`src/sv/tmd_pkg.sv`:
```
package tmd_pkg;

  // fixed field widths
  localparam int PIXEL_BITS     = 8;
  localparam int THR_BITS       = 16;
  localparam int THR_FRAC       = 12;
  localparam int SIDE_BITS      = 3;
  localparam int WIDTH_BITS     = 11;
  localparam int HEIGHT_BITS    = 13;
  localparam int WIDTH_CMP_BITS = 13;
  localparam int ROW_BITS       = 12;
  localparam int OUT_COL_BITS   = 10;
  localparam int CFG_IDX_BITS   = 2;
  localparam int CFG_DATA_BITS  = 16;
  localparam int MAX_HEIGHT     = 4096;

  // parameter defaults
  localparam int DEF_MAX_WIDTH  = 1024;
  localparam int DEF_MAX_SIDE   = 5;

  // configuration register indexes
  typedef enum logic [CFG_IDX_BITS-1:0] {
    CFG_THRESHOLD,
    CFG_WINDOW_SIDE,
    CFG_IMAGE_WIDTH,
    CFG_IMAGE_HEIGHT
  } cfg_index_t;

  typedef struct packed {
    logic [THR_BITS-1:0]    threshold;
    logic [SIDE_BITS-1:0]   window_side;
    logic [WIDTH_BITS-1:0]  image_width;
    logic [HEIGHT_BITS-1:0] image_height;
  } cfg_t;

  localparam cfg_t CFG_RESET = '{
    threshold:    16'd410,
    window_side:  3'd3,
    image_width:  11'd640,
    image_height: 13'd480
  };

  typedef struct packed {
    logic [PIXEL_BITS-1:0] pixel_in;
    logic                  frame_start;
  } in_item_t;

  typedef struct packed {
    logic [PIXEL_BITS-1:0]   pixel_out;
    logic [ROW_BITS-1:0]     out_row;
    logic [OUT_COL_BITS-1:0] out_col;
    logic                    replaced;
    logic                    frame_last;
  } out_item_t;

  // side band that travels next to the median pipeline
  typedef struct packed {
    logic [PIXEL_BITS-1:0]   ctr;
    logic [ROW_BITS-1:0]     row;
    logic [OUT_COL_BITS-1:0] col;
    logic                    last;
  } meta_t;

  // stage load enables for the median unit
  typedef struct packed {
    logic ld_a;
    logic ld_b;
  } med_ctl_t;

endpackage

```
`src/sv/tmd_median.sv`:
```
module tmd_median #(
  parameter int MAX_SIDE = tmd_pkg::DEF_MAX_SIDE,
  localparam int NE  = MAX_SIDE * MAX_SIDE,
  localparam int RKW = $clog2(NE)
) (
  input  logic                                    clk,
  input  tmd_pkg::med_ctl_t                       ctl,
  input  logic [NE-1:0][tmd_pkg::PIXEL_BITS-1:0]  win_vals,
  input  logic [NE-1:0]                           win_mask,
  input  logic [RKW-1:0]                          target,
  output logic [tmd_pkg::PIXEL_BITS-1:0]          med
);

  logic [NE-1:0][tmd_pkg::PIXEL_BITS-1:0] vals_r;
  logic [NE-1:0]                          mask_r;
  logic [NE-1:0][NE-1:0]                  lt_nxt;
  logic [NE-1:0][NE-1:0]                  lt_r;
  logic [RKW-1:0]                         target_r;
  logic [tmd_pkg::PIXEL_BITS-1:0]         med_nxt;
  logic [tmd_pkg::PIXEL_BITS-1:0]         med_r;

  // pairwise order matrix, ties broken by element position
  always_comb begin
    for (int i = 0; i < NE; i++) begin
      for (int j = 0; j < NE; j++) begin
        lt_nxt[i][j] = win_mask[j] &&
                       ((win_vals[j] < win_vals[i]) ||
                        ((win_vals[j] == win_vals[i]) && (j < i)));
      end
    end
  end

  always_ff @(posedge clk) begin
    if (ctl.ld_a) begin
      vals_r   <= win_vals;
      mask_r   <= win_mask;
      lt_r     <= lt_nxt;
      target_r <= target;
    end
  end

  // the element whose rank is the middle one is the median
  always_comb begin
    med_nxt = '0;
    for (int i = 0; i < NE; i++) begin
      if (mask_r[i] && (RKW'($countones(lt_r[i])) == target_r)) begin
        med_nxt = med_nxt | vals_r[i];
      end
    end
  end

  always_ff @(posedge clk) begin
    if (ctl.ld_b) begin
      med_r <= med_nxt;
    end
  end

  assign med = med_r;

endmodule

```
`config.mk`:
```
export PLATFORM = sky130hd
export DESIGN_NAME = tmd_median
export DESIGN_NICKNAME = d
export VERILOG_FILES = /design/src/sv/tmd_pkg.sv /design/src/sv/tmd_median.sv
export SDC_FILE = /design/constraint.sdc
export NUM_CORES = 2
export LEC_CHECK = 0
export ABC_AREA = 1
export BUFFER_PORTS_ARGS = -buffer_cell sky130_fd_sc_hd__buf_4
export CELL_PAD_IN_SITES_DETAIL_PLACEMENT = 2
export CELL_PAD_IN_SITES_GLOBAL_PLACEMENT = 2
export CORE_UTILIZATION = 42
export DETAILED_ROUTE_END_ITERATION = 8
export PLACE_DENSITY = 0.79
export SLEW_MARGIN = 20
export SYNTH_ARGS = -nofsm -noshare
export SYNTH_HDL_FRONTEND = slang
export SYNTH_SLANG_ARGS = --single-unit
```
`constraint.sdc`:
```
create_clock -name clk -period 6.75 [get_ports clk]
set_input_delay 0.675 -clock clk [delete_from_list [all_inputs] [get_ports clk]]
set_output_delay 0.675 -clock clk [all_outputs]
set_load 0.05 [all_outputs]
```
## Yosys cells after proc, flatten, opt, wreduce, memory -nomap -nowiden

Cells that the tools add are included.

- $add $sub $neg: 600
- $lt $le $gt $ge: 625
- Equal/unequal tests: 325
- Mux-type cells: 25
- Bitwise operators: 24
- Reduce and logical (&&, ||, !) cells: 950

Operator list:

| kind | count |
|---|---|
| $lt A8 B8 Y1 | 625 |
| $eq A8 B8 Y1 | 300 |
| $add A5 B5 Y5 | 255 |
| $logic_and A1 B1 Y1 | 650 |
| $add A1 B1 Y2 | 300 |
| $logic_or A1 B1 Y1 | 300 |
| $mux W8 | 25 |
| $or A8 B8 Y8 | 24 |
| $eq A5 B5 Y1 | 25 |
| $add A5 B1 Y5 | 23 |
| $add A2 B2 Y3 | 12 |
| $add A3 B3 Y4 | 6 |
| $add A4 B1 Y5 | 2 |
| $add A4 B4 Y5 | 2 |

- Bits in registers: 863
- Bits of input ports: 233
- Output and inout bits: 8
- Word-level logic and storage cells: 2,602

## Depth between registers and ports, before layout

- Word-level depth: 56
- Gate-level depth with buffers: 27
- Gate-level depth less buffers: 27

## Least setup slack after synthesis

Ideal clock, no wire load.

- Path type: reg-to-reg
- Start point: register lt_r[83] (netlist name)
- End point: register med_r (netlist bit med[4]) (data pin)
- Library setup time: 0.130 ns
- Arrival time: 5.160 ns
- Data required time: 6.620 ns
- Slack: 1.460 ns
- Cell stages (with the launch flop): 26
- Buffers on the path: 0
- Period minus slack after synthesis: 5.290 ns
- Cell sequence: edfxtp_1 -> fa_1 -> inv_1 -> fa_1 -> fa_1 -> inv_1 -> ha_1 -> fa_1 -> inv_1 -> fa_1 -> fa_1 -> inv_1 -> ha_1 -> fa_1 -> inv_1 -> nand2_1 -> nand2_1 -> nor2_1 -> nand2_1 -> nor2_2 -> nand3_1 -> nand2_1 -> nor2_1 -> nand2_1 -> nor2_1 -> nand2_1

- Cells in the longest elaborated chain, start to end: 50

RTL lines:

| element | RTL line | RTL |
|---|---|---|
| start: declaration | tmd_median.sv:17 | `logic [NE-1:0][NE-1:0] lt_r;` |
| start signal: assignment | tmd_median.sv:37 | `lt_r <= lt_nxt;` |
| $add A1 B1 Y2 (not written as such) * | tmd_median.sv:46 | `if (mask_r[i] && (RKW'($countones(lt_r[i])) == target_r)) begin` |
| $add A5 B5 Y5 (not written as such) * (4 in a row) | tmd_median.sv:46 |  |
| $eq A5 B5 Y1 * | tmd_median.sv:46 |  |
| $logic_and A1 B1 Y1 * | tmd_median.sv:46 |  |
| $mux W8 * | tmd_median.sv:46 |  |
| $or A8 B8 Y8 | tmd_median.sv:47 | `med_nxt = med_nxt \| vals_r[i];` |
| $mux W8 * | tmd_median.sv:46 |  |
| $or A8 B8 Y8 | tmd_median.sv:47 |  |
| (+32 left out) | - |  |
| $mux W8 * | tmd_median.sv:46 |  |
| $or A8 B8 Y8 | tmd_median.sv:47 |  |
| $mux W8 * | tmd_median.sv:46 |  |
| $or A8 B8 Y8 | tmd_median.sv:47 |  |
| $mux W8 * | tmd_median.sv:46 |  |
| $or A8 B8 Y8 | tmd_median.sv:47 |  |
| $mux W8 * | tmd_median.sv:46 |  |
| net med_nxt (one bit) | tmd_median.sv:19 | `logic [tmd_pkg::PIXEL_BITS-1:0] med_nxt;` |
| end signal: assignment | tmd_median.sv:54 | `med_r <= med_nxt;` |
| end: declaration | tmd_median.sv:20 | `logic [tmd_pkg::PIXEL_BITS-1:0] med_r;` |

Mark *: on every way through the listed nets, which the timed path passes. The rest lies on a longest branch.
A chain may end at the register's enable or synchronous reset.

## Worst setup path after layout

- Start point: register lt_r[308] (netlist name)
- End point: register med_r (netlist bit med[0]) (data pin)

- Cells in the longest elaborated chain, start to end: 32

RTL lines:

| element | RTL line |
|---|---|
| $add A1 B1 Y2 (not written as such) * | tmd_median.sv:46 |
| $add A5 B5 Y5 (not written as such) * (4 in a row) | tmd_median.sv:46 |
| $eq A5 B5 Y1 * | tmd_median.sv:46 |
| $logic_and A1 B1 Y1 * | tmd_median.sv:46 |
| $mux W8 * | tmd_median.sv:46 |
| $or A8 B8 Y8 | tmd_median.sv:47 |
| $mux W8 * | tmd_median.sv:46 |
| $or A8 B8 Y8 | tmd_median.sv:47 |
| (+14 left out) | - |
| $mux W8 * | tmd_median.sv:46 |
| $or A8 B8 Y8 | tmd_median.sv:47 |
| $mux W8 * | tmd_median.sv:46 |
| $or A8 B8 Y8 | tmd_median.sv:47 |
| $mux W8 * | tmd_median.sv:46 |
| $or A8 B8 Y8 | tmd_median.sv:47 |
| $mux W8 * | tmd_median.sv:46 |
| net med_nxt (one bit) | tmd_median.sv:19 |

Marked as above.

==> out/metrics.cfg <==
[pwr]
p_per_area_nw_per_um2=426
netSwitchingFraction=0.551
power.static_leakage_nw=53.1
seqPwrFrac=0.144
power_switching_mw=26.3
power_frac_comb=0.727
p_clk_frac=0.129
p_int_mw=21.4
vdd_drop_max_v=0.000366

[worst_setup_path]
cp_max_fo=8
crit_arrival_ns=6.82
rr_endpoint=med[0]
r2r_slack_ns=0.65
crit_path_end_kind=flop
reg2regPathDepth=21
path_class=reg -> reg
rr_startpoint=lt_r[308]
crit_required_ns=7.47
critPathLaunchType=flop

[clock_tree]
clock_sinks=838
clockRootBuffer=clkbuf_16
clkTransAtPathRegs_ns=0.06
clock_latency_ns=0.85
htreeDepth=3
tritoncts=yes
postCtsHoldBufs=0
cts_inserted_buffers=106
cts_resized=0
postCtsSetupRepairBufs=0
cts_buffer_depth=3

[cells_and_area]
layout_common_cells=2824 x ha_1, 1720 x nand2_1, 1396 x inv_1
final_nets=15103
instances_no_fill=14904
regArea_um2=25200
final_common_cell=ha_1
finish.utilization=0.466
area_growth_pct=10.3
multi_input_area_um2=70600
fillers=25921
drive_above_1_share=0.0529

[routing]
viasPerCell=6.69
wl_per_cell_um=40.1
drc=0
dr.pass1.iters=6
wl_um=598000
ant_nets=0
vias=99733
drt_first_iter_violations=12415

[timing]
period_share=0.903
setup_tns_ns=0
min_period_ns=6.10
max_freq_mhz=164
skew_ns=0.0540
slew-limit-headroom=0.0950
setup_viol=0
worst_slew_pin_slew_ns=1.34
rsz0062_at_grt=no
final_max_slew_viol_count=0
hold_viol=0

[global_routing]
grt_pass1_vias=105384
grt_antenna_before_repair=111
grt_pass1_wl_um=815000
grt_usage=0.484
grt_max_degree=166
grt_overflow=0

[die]
fp.dieW_um=493
io_pins=241
core-area_um2=240000
start_util=0.422
rows=180
die_y_um=493
dieArea_um2=243000

[yosys]
ys_warn_count=0
ys.flop_type=edfxtp_1
ys_ff_latch=838
async_flop_share=0
synth_seq_area_share=0.248
syn_area_per_cell_um2=9.11
synth.cell_area_um2=101000
netlist_instances=11131
synth_edf_count=838
synth.net_count=14655
synth_cell_type_count=32

[place]
gp_congestion=1.05
hpwl_um=431000
dp_cells=14656
portBuffers=240

[min_path]
hold_path_depth=1
hold_path_class=in -> reg
min_to=target_r[4]
hold_start=target[4]

[job]
drv_cap=0

[run_status]
status=finished, final reports clean

-- kinds of logic (layout without fill, tap and decap cells) --
logic type	count (synthesis)	in the layout	share of synthesized area
and+or+nand+nor	3348	3348	0.139
adders and majority gates	3291	3291	0.440
AOI/OAI and AO/OA	2126	2126	0.113
buffers and inverters	1499	2040	0.0560
DFF	838	838	0.248
xor gates and xnor gates	29	29	0.00250
other	0	47	0
-- per-stage QoR --
| step | hold WS [ns] | power [mW] | setup slack (ns) | area (um^2) |
|---|---|---|---|---|
| global route | 0.0185 | 51.0 | 0.445 | 112000 |
| finish | 0.0179 | 47.7 | 0.654 | 112000 |
| global placement | 0.657 | 36.8 | 0.801 | 108000 |
| detailed placement | 0.671 | 40.2 | 0.740 | 108000 |
| floorplan | 0.574 | 27.8 | 1.46 | 101000 |
| CTS | 0.0152 | 46.9 | 0.697 | 112000 |
-- Yosys cell counts, types with 2 or more instances --
master    number  area [um^2]
and2_1       282         1760
buf_4          2         15.0
o211ai_1     278         2090
edfxtp_1     838        25200
a211oi_1      44          330
xnor2_1        7         61.3
a21boi_1       3         22.5
buf_1          2         7.51
clkinv_1       5         18.8
nand4_1       30          188
buf_2         17         85.1
a21oi_1     1181         5910
inv_2          5         18.8
xor2_1        22          193
fa_1         467         9350
inv_1       1427         5360
o21ai_0      603         3020
nand2_1     1720         6460
nor2_2        16          100
nand3_1      526         2630
nor3_1        22          110
o41ai_1       15          131
clkbuf_1      38          143
or2_2          5         31.3
buf_6          2         22.5
nor2_1       739         2770
ha_1        2824        35300
nor2_4         7         78.8
-- worst max-delay path, stage by stage (launching register included) --
cell and delay (ns):
edfxtp_1 0.37, ha_1 0.25, fa_1 0.79, inv_1 0.15, fa_1 0.58, fa_1 0.46
fa_1 0.55, inv_1 0.06, fa_1 0.54, ha_1 0.18, inv_1 0.07, fa_1 0.52
o21ai_0 0.11, nor2_1 0.14, nand2_1 0.07, nor2_2 0.52, nand3_1 0.26, nand2_1 0.14
nor2_1 0.08, nand2_1 0.07, nor2_1 0.04, nand2_1 0.05
-- final cells by class --
cell class / count / area share
multi-input combinational: 8794 / 0.631
sequential: 838 / 0.225
inverter: 1437 / 0.0482
tap: 3185 / 0.0356
timing repair buffer: 402 / 0.0276
clock buffer: 116 / 0.0240
clock inverter: 85 / 0.00784
antenna: 47 / 0.00105
-- per-layer routing --
metal | wire, um | vias to the layer above | track usage
met5 | 313 | - | 0
met4 | 62400 | 46 | 0.424
met3 | 67200 | 2294 | 0.123
met2 | 251000 | 6728 | 0.721
met1 | 217000 | 50743 | 0.580
li1 | - | 39922 | -
-- power groups by stage --
stage	sequential (mW)	clock (mW)	combinational (mW)
floorplan	6.77	0	21.0
global placement	6.89	0	29.9
detailed placement	6.92	0	33.3
CTS	6.83	6.10	34.0
global route	6.85	6.27	37.9
finish	6.85	6.16	34.7
-- flip-flops by register name (all words and copies together) (netlist names) --
| signal | flops |
|---|---|
| mask_r | 25 |
| target_r | 5 |
| vals_r | 200 |
| med | 8 |
| lt_r | 600 |
-- worst max path at each step --
stage / from / endpoint / slack [ns] / cells past startpoint
after global placement: lt_r[83] / med[5] / 0.80 / 25
after CTS: lt_r[308] / med[0] / 0.70 / 21
after detailed placement: lt_r[308] / med[0] / 0.74 / 21
after global routing: lt_r[308] / med[0] / 0.44 / 21
after floorplan: lt_r[83] / med[4] / 1.46 / 25
final: lt_r[308] / med[0] / 0.65 / 21
No activity file was read; power rests on OpenSTA's default activity.
